[src/rtl/core/amplitude_pot_spi_writer_macros.svh]
// Assertion macros for the amplitude potentiometer serial writer.
// Used by the top level only; no other dependencies.
`ifndef AMPLITUDE_POT_SPI_WRITER_MACROS_SVH
`define AMPLITUDE_POT_SPI_WRITER_MACROS_SVH

// Antecedent implies consequent in the same cycle.
`define APSW_ASSERT_NOW(label, ante, cons, msg) \
    label: assert property (@(posedge clk) disable iff (!rst_n) (ante) |-> (cons)) \
        else $error(msg);

// Antecedent implies consequent in the next cycle.
`define APSW_ASSERT_NEXT(label, ante, cons, msg) \
    label: assert property (@(posedge clk) disable iff (!rst_n) (ante) |=> (cons)) \
        else $error(msg);

`endif

[src/rtl/core/apsw_pkg.sv]
// Shared types and constants for the amplitude potentiometer serial writer.
// No dependencies.
package apsw_pkg;

    localparam int CODE_W   = 8;
    localparam int MV_W     = 16;
    localparam int HALF_W   = 8;
    localparam int FRAME_W  = 16;
    localparam int BITPOS_W = 4;
    localparam int PROD_W   = MV_W + CODE_W;
    localparam int DIVCNT_W = 3;

    localparam logic [CODE_W-1:0]   WRITE_COMMAND = 8'h11;
    localparam logic [CODE_W-1:0]   CODE_FULL     = 8'd255;
    localparam logic [BITPOS_W-1:0] FIRST_BIT     = 4'd15;
    localparam logic [DIVCNT_W-1:0] DIV_LAST      = 3'd7;

    localparam logic [MV_W-1:0]   MIN_RESET  = 16'd0;
    localparam logic [MV_W-1:0]   MAX_RESET  = 16'd3300;
    localparam logic [HALF_W-1:0] HALF_RESET = 8'd12;

    typedef enum logic [1:0] {
        REG_MIN_MV   = 2'd0,
        REG_MAX_MV   = 2'd1,
        REG_HALF_BIT = 2'd2
    } cfg_index_t;

    // Controller to datapath
    typedef struct packed {
        logic tick;       // advance serial timing by one tick
        logic take;       // request accepted: latch rejected flag
        logic reject;     // value of rejected flag on take
        logic load;       // clamp and latch operands
        logic mul;        // register scaled numerator
        logic div_init;   // seed divider from product
        logic div_step;   // one quotient bit
        logic commit;     // store code, start frame
    } dp_cmd_t;

    // Datapath to controller
    typedef struct packed {
        logic active;     // frame in progress
    } dp_status_t;

endpackage

[src/rtl/core/apsw_dp.sv]
// Datapath: config registers, scaler (multiply + restoring divide), serial timing.
// Depends on apsw_pkg.
module apsw_dp
    import apsw_pkg::*;
(
    input  logic                clk,
    input  logic                rst_n,
    input  logic                cfg_we,
    input  logic [1:0]          cfg_index,
    input  logic [15:0]         cfg_data,
    input  logic [MV_W-1:0]     amplitude_mv,
    input  dp_cmd_t             cmd,
    output dp_status_t          status,
    output logic                chip_select_n,
    output logic                serial_clock,
    output logic                serial_data,
    output logic                busy_res,
    output logic [CODE_W-1:0]   pot_code,
    output logic                rejected
);

    logic [MV_W-1:0]     min_reg, max_reg;
    logic [HALF_W-1:0]   half_reg;
    logic [MV_W-1:0]     diff_reg, span_reg;
    logic                span_zero_reg;
    logic [PROD_W-1:0]   prod_reg;
    logic [MV_W-1:0]     rem_reg;
    logic [CODE_W-1:0]   quo_reg;

    logic [FRAME_W-1:0]  frame_reg;
    logic [BITPOS_W-1:0] bitpos_reg;
    logic                clk_high_reg;
    logic [HALF_W-1:0]   wait_reg;
    logic                active_reg;
    logic [CODE_W-1:0]   code_reg;
    logic                data_reg;
    logic                rejected_reg;

    logic [FRAME_W-1:0]  frame_next;
    logic [BITPOS_W-1:0] bitpos_next;
    logic                clk_high_next;
    logic [HALF_W-1:0]   wait_next;
    logic                active_next;
    logic [CODE_W-1:0]   code_next;
    logic                data_next;

    logic [HALF_W-1:0]   half_load;
    logic [MV_W-1:0]     clamp_lo, clamp_v;
    logic [MV_W:0]       trial;
    logic                trial_ge;
    logic [MV_W:0]       trial_sub;
    logic [HALF_W-1:0]   wait_dec;
    logic [BITPOS_W-1:0] bitpos_dec;

    assign half_load = (half_reg == '0) ? HALF_W'(1) : half_reg;

    // clamp to [min, max]; result unused when max <= min
    assign clamp_lo = (amplitude_mv < min_reg) ? min_reg : amplitude_mv;
    assign clamp_v  = (clamp_lo > max_reg) ? max_reg : clamp_lo;

    // restoring divide step, quotient bits shift in as numerator bits shift out
    assign trial     = {rem_reg, quo_reg[CODE_W-1]};
    assign trial_ge  = trial >= {1'b0, span_reg};
    assign trial_sub = trial - {1'b0, span_reg};

    assign wait_dec   = (wait_reg != '0) ? wait_reg - HALF_W'(1) : wait_reg;
    assign bitpos_dec = bitpos_reg - BITPOS_W'(1);

    always_comb
    begin
        frame_next    = frame_reg;
        bitpos_next   = bitpos_reg;
        clk_high_next = clk_high_reg;
        wait_next     = wait_reg;
        active_next   = active_reg;
        code_next     = code_reg;
        data_next     = data_reg;
        if (cmd.commit)
        begin
            code_next     = span_zero_reg ? '0 : quo_reg;
            frame_next    = {WRITE_COMMAND, code_next};
            bitpos_next   = FIRST_BIT;
            data_next     = frame_next[FIRST_BIT];
            clk_high_next = 1'b0;
            wait_next     = half_load;
            active_next   = 1'b1;
        end
        else if (cmd.tick && active_reg)
        begin
            wait_next = wait_dec;
            if (wait_dec == '0)
            begin
                if (!clk_high_reg)
                begin
                    clk_high_next = 1'b1;
                    wait_next     = half_load;
                end
                else if (bitpos_reg == '0)
                begin
                    active_next = 1'b0;
                end
                else
                begin
                    bitpos_next   = bitpos_dec;
                    clk_high_next = 1'b0;
                    data_next     = frame_reg[bitpos_dec];
                    wait_next     = half_load;
                end
            end
        end
    end

    always_ff @(posedge clk or negedge rst_n)
    begin
        if (!rst_n)
        begin
            min_reg      <= MIN_RESET;
            max_reg      <= MAX_RESET;
            half_reg     <= HALF_RESET;
            frame_reg    <= '0;
            bitpos_reg   <= FIRST_BIT;
            clk_high_reg <= 1'b0;
            wait_reg     <= '0;
            active_reg   <= 1'b0;
            code_reg     <= '0;
            data_reg     <= 1'b0;
            rejected_reg <= 1'b0;
        end
        else
        begin
            if (cfg_we)
            begin
                case (cfg_index)
                    REG_MIN_MV:   min_reg  <= cfg_data;
                    REG_MAX_MV:   max_reg  <= cfg_data;
                    REG_HALF_BIT: half_reg <= cfg_data[HALF_W-1:0];
                    default:      ;
                endcase
            end
            if (cmd.take)
                rejected_reg <= cmd.reject;
            frame_reg    <= frame_next;
            bitpos_reg   <= bitpos_next;
            clk_high_reg <= clk_high_next;
            wait_reg     <= wait_next;
            active_reg   <= active_next;
            code_reg     <= code_next;
            data_reg     <= data_next;
        end
    end

    // scaler pipeline, no reset needed
    always_ff @(posedge clk)
    begin
        if (cmd.load)
        begin
            diff_reg      <= clamp_v - min_reg;
            span_reg      <= max_reg - min_reg;
            span_zero_reg <= (max_reg <= min_reg);
        end
        if (cmd.mul)
            prod_reg <= PROD_W'(diff_reg) * PROD_W'(CODE_FULL);
        if (cmd.div_init)
        begin
            rem_reg <= prod_reg[PROD_W-1:CODE_W];
            quo_reg <= prod_reg[CODE_W-1:0];
        end
        else if (cmd.div_step)
        begin
            rem_reg <= trial_ge ? trial_sub[MV_W-1:0] : trial[MV_W-1:0];
            quo_reg <= {quo_reg[CODE_W-2:0], trial_ge};
        end
    end

    assign status.active = active_reg;
    assign chip_select_n = !active_reg;
    assign serial_clock  = clk_high_reg;
    assign serial_data   = data_reg;
    assign busy_res      = active_reg;
    assign pot_code      = code_reg;
    assign rejected      = rejected_reg;

endmodule

[src/rtl/core/apsw_ctrl.sv]
// Controller: request handshake, scaler sequencing, result valid.
// Depends on apsw_pkg.
module apsw_ctrl
    import apsw_pkg::*;
(
    input  logic       clk,
    input  logic       rst_n,
    input  logic       in_valid,
    output logic       in_ready,
    input  logic       action,
    output logic       out_valid,
    input  logic       out_ready,
    input  dp_status_t status,
    output dp_cmd_t    cmd
);

    typedef enum logic [2:0] {
        ST_IDLE,
        ST_MUL,
        ST_PREP,
        ST_DIV,
        ST_COMMIT
    } state_t;

    state_t              state_reg, state_next;
    logic [DIVCNT_W-1:0] div_cnt_reg, div_cnt_next;
    logic                out_valid_reg, out_valid_next;
    logic                accept;

    assign in_ready = (state_reg == ST_IDLE) && (!out_valid_reg || out_ready);
    assign accept   = in_valid && in_ready;

    always_comb
    begin
        cmd            = '0;
        state_next     = state_reg;
        div_cnt_next   = div_cnt_reg;
        out_valid_next = out_valid_reg && !out_ready;
        case (state_reg)
            ST_IDLE:
            begin
                if (accept)
                begin
                    if (action && !status.active)
                    begin
                        cmd.load   = 1'b1;
                        state_next = ST_MUL;
                    end
                    else
                    begin
                        cmd.tick       = !action;
                        out_valid_next = 1'b1;
                    end
                    cmd.take   = 1'b1;
                    cmd.reject = action && status.active;
                end
            end
            ST_MUL:
            begin
                cmd.mul    = 1'b1;
                state_next = ST_PREP;
            end
            ST_PREP:
            begin
                cmd.div_init = 1'b1;
                div_cnt_next = '0;
                state_next   = ST_DIV;
            end
            ST_DIV:
            begin
                cmd.div_step = 1'b1;
                div_cnt_next = div_cnt_reg + DIVCNT_W'(1);
                if (div_cnt_reg == DIV_LAST)
                    state_next = ST_COMMIT;
            end
            ST_COMMIT:
            begin
                cmd.commit     = 1'b1;
                out_valid_next = 1'b1;
                state_next     = ST_IDLE;
            end
            default:
            begin
                state_next = ST_IDLE;
            end
        endcase
    end

    always_ff @(posedge clk or negedge rst_n)
    begin
        if (!rst_n)
        begin
            state_reg     <= ST_IDLE;
            div_cnt_reg   <= '0;
            out_valid_reg <= 1'b0;
        end
        else
        begin
            state_reg     <= state_next;
            div_cnt_reg   <= div_cnt_next;
            out_valid_reg <= out_valid_next;
        end
    end

    assign out_valid = out_valid_reg;

endmodule

[src/rtl/core/amplitude_pot_spi_writer.sv]
// Top level of the amplitude potentiometer serial writer.
// Depends on apsw_pkg, apsw_ctrl, apsw_dp and amplitude_pot_spi_writer_macros.svh.
//
// Each request on the input channel is either a time tick (action 0) or a new
// amplitude request (action 1), and each produces exactly one result giving the
// pin levels (chip_select_n, serial_clock, serial_data), busy, the current pot
// code and a rejected flag. A tick, or an amplitude request made while a frame
// is still going out (rejected), has its result valid in the next cycle: with
// the result taken at once, ticks are accepted every clock. An accepted
// amplitude request that starts a frame goes through clamp and operand latch,
// one 16x8 multiply by 255, divider seed, the restoring divider (one quotient
// bit per cycle), then commit of the code and the start of the frame. The
// result register holds one finished result, and the next request is taken in
// the same cycle the held result is taken. The frame is 0x11 followed by the
// code, MSB first; each bit spends half_bit_ticks ticks with the clock low and
// as many with it high (a setting of 0 counts as 1). After the frame the clock
// stays high and data keeps the last bit. Configuration writes are always
// accepted (cfg_ready is tied high); index 0 is min_millivolts, 1 is
// max_millivolts, 2 is half_bit_ticks, 3 is ignored. Write them only while idle.
`include "amplitude_pot_spi_writer_macros.svh"

module amplitude_pot_spi_writer
    import apsw_pkg::*;
(
    input  logic              clk,
    input  logic              rst_n,
    // request channel
    input  logic              in_valid,
    output logic              in_ready,
    input  logic              action,
    input  logic [MV_W-1:0]   amplitude_mv,
    // result channel
    output logic              out_valid,
    input  logic              out_ready,
    output logic              chip_select_n,
    output logic              serial_clock,
    output logic              serial_data,
    output logic              busy_res,
    output logic [CODE_W-1:0] pot_code,
    output logic              rejected,
    // configuration write channel
    input  logic              cfg_valid,
    output logic              cfg_ready,
    input  logic [1:0]        cfg_index,
    input  logic [15:0]       cfg_data
);

    dp_cmd_t    cmd;
    dp_status_t status;

    assign cfg_ready = 1'b1;

    // sequencing: handshakes and scaler steps
    apsw_ctrl u_ctrl (
        .clk       (clk),
        .rst_n     (rst_n),
        .in_valid  (in_valid),
        .in_ready  (in_ready),
        .action    (action),
        .out_valid (out_valid),
        .out_ready (out_ready),
        .status    (status),
        .cmd       (cmd)
    );

    // config, scaler and serial pin state; pin state doubles as the result register
    apsw_dp u_dp (
        .clk           (clk),
        .rst_n         (rst_n),
        .cfg_we        (cfg_valid && cfg_ready),
        .cfg_index     (cfg_index),
        .cfg_data      (cfg_data),
        .amplitude_mv  (amplitude_mv),
        .cmd           (cmd),
        .status        (status),
        .chip_select_n (chip_select_n),
        .serial_clock  (serial_clock),
        .serial_data   (serial_data),
        .busy_res      (busy_res),
        .pot_code      (pot_code),
        .rejected      (rejected)
    );

    // request while busy must come back at once, flagged rejected
    `APSW_ASSERT_NEXT(a_reject_now, in_valid && in_ready && action && busy_res, out_valid && rejected && busy_res, "busy request not rejected")

    // an accepted request while idle runs the scaler, so input stalls next cycle
    `APSW_ASSERT_NEXT(a_scale_stall, in_valid && in_ready && action && !busy_res, !in_ready && !out_valid, "scaler did not stall input")

    // serial clock moves only as part of a frame
    `APSW_ASSERT_NEXT(a_clk_idle, !busy_res, $stable(serial_clock) || busy_res, "serial clock moved while idle")

endmodule
[config.mk]
export PLATFORM = sky130hd
export DESIGN_NAME = amplitude_pot_spi_writer
export DESIGN_NICKNAME = d
export VERILOG_FILES = /design/src/rtl/core/apsw_pkg.sv /design/src/rtl/core/apsw_dp.sv /design/src/rtl/core/apsw_ctrl.sv /design/src/rtl/core/amplitude_pot_spi_writer.sv
export VERILOG_INCLUDE_DIRS = /design/src /design/src/rtl/core
export SDC_FILE = /design/constraint.sdc
export NUM_CORES = 1
export LEC_CHECK = 0
export ABC_AREA = 1
export BUFFER_PORTS_ARGS = -buffer_cell sky130_fd_sc_hd__buf_2
export CORE_MARGIN = 3
export CORE_UTILIZATION = 55
export CTS_BUF_LIST = sky130_fd_sc_hd__clkbuf_16
export CTS_CLUSTER_DIAMETER = 40
export DETAILED_ROUTE_END_ITERATION = 16
export GPL_TIMING_DRIVEN = 0
export PLACE_DENSITY = 0.82
export SLEW_MARGIN = 25
export SYNTH_ARGS = -nofsm -noshare
export SYNTH_HDL_FRONTEND = slang
export SYNTH_SLANG_ARGS = --single-unit
[constraint.sdc]
create_clock -name clk -period 11.05 [get_ports clk]
set_input_delay 0.5525 -clock clk [delete_from_list [all_inputs] [get_ports clk]]
set_output_delay 0.5525 -clock clk [all_outputs]
set_load 0.02 [all_outputs]
Word-level counts from Yosys, hierarchy flattened

Index checks and enable logic that the tools add are counted.

$add $sub $neg: 6
Muxes and demuxes: 53
Multipliers: 1
Order comparisons: 5
Equality and inequality tests: 11
Reductions and logical operators: 30

Operators by type and width:

| cell                    | count |
|---|---|
| $mux W16                | 5 |
| $mux W8                 | 10 |
| $sub A16 B16 Y16        | 3 |
| $mux W4                 | 7 |
| $mul A16 B8 Y24 const B | 1 |
| $mux W1                 | 24 |
| $ge A17 B16 Y1          | 1 |
| $gt A16 B16 Y1          | 1 |
| $le A16 B16 Y1          | 1 |
| $logic_not A8 Y1        | 2 |
| $lt A16 B16 Y1          | 1 |
| $pmux W3 S4             | 1 |
| $reduce_bool A2 Y1      | 6 |
| $mux W3                 | 3 |
| $reduce_and A2 Y1       | 4 |
| $reduce_and A4 Y1       | 2 |
| $reduce_bool A8 Y1      | 1 |
| $sub A8 B1 Y8 const B   | 1 |
| $eq A3 B2 Y1 const B    | 2 |
| $eq A3 B3 Y1 const B    | 2 |
| $logic_and A1 B1 Y1     | 6 |
| $pmux W3 S2             | 1 |
| $lt A4 B5 Y1 const B    | 1 |
| $bmux W1 S4             | 1 |
| other kinds (14)        | 19 |

Output and inout port bits: 16
Input port bits: 40
Bits in registers: 161

Depth between registers and ports, before layout

Word-level depth: 9
Depth in mapped cells: 37
Gate-level depth less buffers: 35

Modules after synthesis

From an unflattened synthesis, not the netlist that was laid out.

Cell total of the unflattened synthesis: 1495
Area total of the unflattened synthesis: 12807.3 um^2

Modules (own cells, without submodules):

| module                   | cells an instance | area an instance (um^2) | instances | sequential area each (um^2) |
|---|---|---|---|---|
| apsw_dp                  | 1442              | 12363.1                 | 1         | 4073.9 |
| apsw_ctrl                | 51                | 432.9                   | 1         | 175.2 |
| amplitude_pot_spi_writer | 2                 | 11.3                    | 1         | 0.0 |

Worst setup path before layout

OpenSTA, ideal clock, no wires.

Kind: input -> register
From: input amplitude_mv[13]
To: register u_dp.diff_reg[12] (data pin)
Arrival: 4.394 ns
Data required time: 10.785 ns
Setup time: 0.265 ns
Stages on the path: 31
Setup slack: 6.391 ns
Cell sequence: ha_1 > nand2_1 > inv_1 > o21ai_0 > nand2_1 > nor2_1 > nand2_1 > buf_2 > o21ai_0 > ha_1 > nand2_1 > inv_1 > o21ai_0 > a21oi_1 > nor2_1 > nand2_1 > nand2_1 > clkbuf_1 > nand2_1 > o21ai_0 > inv_1 > fa_1 > nand3b_1 > nand2_1 > a21boi_0 > nor2_1 > inv_1 > nand3_1 > nand2_1 > o21ai_0 > xor2_1

Word-level cells in the longest chain between the ends: 5

Ends and longest elaborated chain:

| what                 | line                           | text |
|---|---|---|
| start, declared      | amplitude_pot_spi_writer.sv:31 | `input logic [MV_W-1:0] amplitude_mv,` |
| $lt A16 B16 Y1       | apsw_dp.sv:58                  | `assign clamp_lo = (amplitude_mv < min_reg) ? min_reg : amplitude_mv;` |
| $mux W16 (*)         | apsw_dp.sv:58                  |  |
| $gt A16 B16 Y1       | apsw_dp.sv:59                  | `assign clamp_v = (clamp_lo > max_reg) ? max_reg : clamp_lo;` |
| $mux W16 (*)         | apsw_dp.sv:59                  |  |
| $sub A16 B16 Y16 (*) | apsw_dp.sv:157                 | `diff_reg <= clamp_v - min_reg;` |
| end signal, assigned | apsw_dp.sv:157                 |  |
| end, declared        | apsw_dp.sv:24                  | `logic [MV_W-1:0] diff_reg, span_reg;` |

Mark *: on every way between the ends. The rest lies on a longest branch, timed or not.
A chain may end at the register's enable or synchronous reset.

Worst setup path after layout

From: register u_dp.min_reg[13]
To: register u_dp.diff_reg[12] (data pin)

Word-level cells in the longest chain between the ends: 5

Ends and longest elaborated chain:

| what                   | line           | text |
|---|---|---|
| start, declared        | apsw_dp.sv:22  | `logic [MV_W-1:0] min_reg, max_reg;` |
| start signal, assigned | apsw_dp.sv:134 | `REG_MIN_MV: min_reg <= cfg_data;` |
| $lt A16 B16 Y1         | apsw_dp.sv:58  |  |
| $mux W16 (*)           | apsw_dp.sv:58  |  |
| $gt A16 B16 Y1         | apsw_dp.sv:59  |  |
| $mux W16 (*)           | apsw_dp.sv:59  |  |
| $sub A16 B16 Y16 (*)   | apsw_dp.sv:157 |  |

Marks and branches as above.

==> flow_metrics.py <==
metrics = {
    "global_route": {
        "antenna_found_initial": 1,
        "grt_usage": 0.2476,
        "grt_pass1_vias": 10280,
        "overflow": 0,
        "grt_max_degree": 56,
        "grt_pass1_wl_um": 49780,
    },
    "logic_synthesis": {
        "synth-simple-area-share": 0.1830,
        "post_synth_main_area_contributors": "edfxtp_1 19%, ha_1 12%, dfrtp_1 12%, fa_1 11%, nand2_1 11%",
        "ys_warn_count": 0,
        "syn_avg_cell_area_um2": 8.470,
        "synth-xor-area-share": 0.04389,
        "syn_inst": 1508,
        "post_synth_instance_area_mm2": 0.01277,
        "ys_types": 49,
        "synth_mux_area_frac": 0,
        "synth-compound-area-share": 0.1126,
        "synth_top_family_by_area": "adder cells",
        "synth_top_cell_area_share": 0.1904,
        "synth_top_cell_by_area": "edfxtp_1",
        "synthAdderAreaFrac": 0.2388,
        "yosysSeqAreaShare": 0.3327,
        "yosys_register_bits": 153,
        "syn_nets": 1748,
    },
    "pwr": {
        "pwr-share-clk": 0.202,
        "power_frac_seq": 0.321,
        "net-switching-power_mw": 1.261,
        "p_int_mw": 1.656,
        "power.density_mw_per_mm2": 206.9,
        "leakagePower_nw": 6.968,
        "sw_frac_of_total": 0.4322,
        "ir_drop_uv": 116.2,
        "comb_power_share": 0.478,
    },
    "final_layout": {
        "stdcell_count": 1886,
        "insertedDiodeCount": 0,
        "syn2layout_area_growth_pct": 10.36,
        "largest_reg_flops": 24,
        "multiInputGateArea_mm2": 0.007402,
        "final_common_cell": "nand2_1",
        "seq_area_mm2": 0.004249,
        "drive_gt1_frac": 0.09369,
        "fin_nets": 1828,
        "final_cell_mix": "358 x nand2_1, 249 x inv_1, 127 x ha_1, 114 x o21ai_0, 87 x a21oi_1",
        "final.fill_count": 1847,
    },
    "min_path": {
        "min_path_type": "in -> reg",
        "hold_path_startpoint": "cfg_data[11]",
    },
    "routing": {
        "wirelength_um": 30070,
        "vias": 10450,
        "first_pass_iters": 6,
        "wire_per_inst_um": 15.94,
        "first_iter_violations": 748,
        "vias_per_cell": 5.539,
        "ant_nets": 0,
        "drc_errors": 0,
    },
    "clock_network": {
        "cts_hold_buffers": 1,
        "numCtsBuffers": 17,
        "tritoncts": "done",
        "cts.htree.levels": 4,
        "cts_sinks": 153,
        "cts.clk_slew.worst_paths_ns": 0.07,
        "cts-root-buf": "clkbuf_16",
        "cts_setup_buffers": 0,
        "clk_path_buf_depth": 2,
        "clk_latency_ns": 0.44,
        "ctsResizeCount": 0,
    },
    "timing": {
        "clock.fmax_ghz": 0.1718,
        "slew_violations": 0,
        "skew_ns": 0.01183,
        "post-route-min-period_ns": 5.820,
        "rsz0062_at_grt": "no",
        "slew_headroom": 0.5703,
        "hold_ws_ns": 0.3613,
        "tightest_slew_ns": 0.6423,
        "setup_violations": 0,
        "hold_viol": 0,
        "post-route-period-util": 0.5267,
        "setup_tns_ns": 0,
    },
    "setup_path": {
        "startpoint": "u_dp.min_reg[13]$_DFFE_PN0P_",
        "endpoint_kind": "flip-flop",
        "cp_slowest_stage_delay_ns": 0.44,
        "cp_common_cell": "nand2_1",
        "reg2reg_slack_ns": 5.23,
        "arrival_ns": 6.00,
        "crit_required_ns": 11.23,
        "cp-start-kind": "flip-flop",
        "worst_path_max_delay_cell": "clkbuf_1",
        "path_max_fanout": 10,
        "worstReg2RegStart": "u_dp.min_reg[13]$_DFFE_PN0P_",
        "worstSetupPathType": "reg -> reg",
    },
    "flow_run": {
        "cap_violations": 0,
    },
    "floorplan": {
        "core_mm2": 0.02271,
        "die_w_um": 158.4,
        "ioPinCount": 56,
        "placementRows": 55,
        "initial_core_util": 0.5624,
        "die_area_mm2": 0.02509,
        "die_h_um": 158.4,
    },
    "status": {
        "status": "finished, final reports clean",
    },
    "placement": {
        "dp.cells": 1853,
        "portBuffers": 54,
        "hpwl_um": 23830,
        "place.gp.congestion": 0.9209,
    },
}
==> cell type report <==
type,instances,share of cell area
buffer,34,0.01305
clock buffer,17,0.03018
clock inverter,15,0.01287
inverter,253,0.06737
multi-input combinational,1068,0.5251
sequential,153,0.3014
tap,285,0.02530
timing repair buffer,61,0.02468
==> worst max-delay path: cells and delay by family, from the launching register on <==
kind            cells  cell delay (ns)
compound gates      7             1.26
flops               1             0.38
simple gates       13             1.73
xor+xnor            1             0.09
fa+ha+maj           3             1.03
buf+inv             6             1.07
==> synthesized netlist by cell type (all sizes together) <==
cell type and n:
a21boi 4, ha 127, dfrtp 60, a21o 5
inv 253, o31ai 4, a22o 2, xnor2 23
nand3b 18, dfstp 12, or3 1, o21a 4
a21oi 89, o21ai 123, conb 1, nand4 14
o21bai 8, nor2 67, o211ai 5, a31oi 7
nor3 17, o221a 1, fa 73, nor4 3
nand3 64, o2111ai 1, clkbuf 15, edfxtp 81
o221ai 1, a311oi 1, buf 19, o311ai 1
nand2 363, xor2 41
==> stage by stage <==
step | area, um2 | power (mW) | utilization | setup WS, ns
CTS | 14100 | 2.905 | 0.6207 | 5.350
finish | 14100 | 2.917 | 0.6207 | 5.230
floorplan | 12770 | 1.947 | - | 6.391
global placement | 13400 | 2.246 | 0.5900 | 5.480
detailed placement | 13480 | 2.301 | 0.5936 | 5.356
global route | 14100 | 3.136 | 0.6207 | 4.606
==> layer usage <==
| layer | GRT usage | vias up | part of all wire |
|---|---|---|---|
| met1 | 0.3196 | 4964 | 0.42 |
| met4 | 0.08275 | 2 | 0.030 |
| met3 | 0.04322 | 82 | 0.050 |
| met5 | 0 | - | 0.00057 |
| met2 | 0.4246 | 319 | 0.50 |
| li1 | - | 5080 | - |
==> power groups by stage <==
| stage | Combinational [mW] | Clock [mW] | Sequential [mW] |
|---|---|---|---|
| 5_1_grt | 1.57 | 0.616 | 0.951 |
| 3_5_place_dp | 1.36 | 0 | 0.943 |
| 6_report | 1.39 | 0.588 | 0.935 |
| 4_1_cts | 1.38 | 0.589 | 0.934 |
| 3_3_place_gp | 1.30 | 0 | 0.941 |
| 2_1_floorplan | 1.03 | 0 | 0.918 |
==> kinds of logic (layout without fill, tap and decap cells) <==
kind of cell    after synthesis  after routing
other cells                   1              1
buf+inv                     287            380
flops                       153            153
xor+xnor                     64             64
simple gates                547            547
compound gates              256            256
fa+ha+maj                   200            200
==> final timing paths <==
check,end,cells after the start
worst max-delay path,u_dp.diff_reg[12]$_DFFE_PP_,30
worst min-delay path,u_dp.max_reg[11]$_DFFE_PN1P_,3
worst max register to register,u_dp.diff_reg[12]$_DFFE_PP_,30
worst min register to register,u_dp.frame_reg[8]$_DFFE_PN0P_,2
max in group asynchronous,u_dp.max_reg[11]$_DFFE_PN1P_,3
min in group asynchronous,u_dp.pot_code[1]$_DFFE_PN0P_,2
Note: power is estimated with default switching activity, not from simulation.
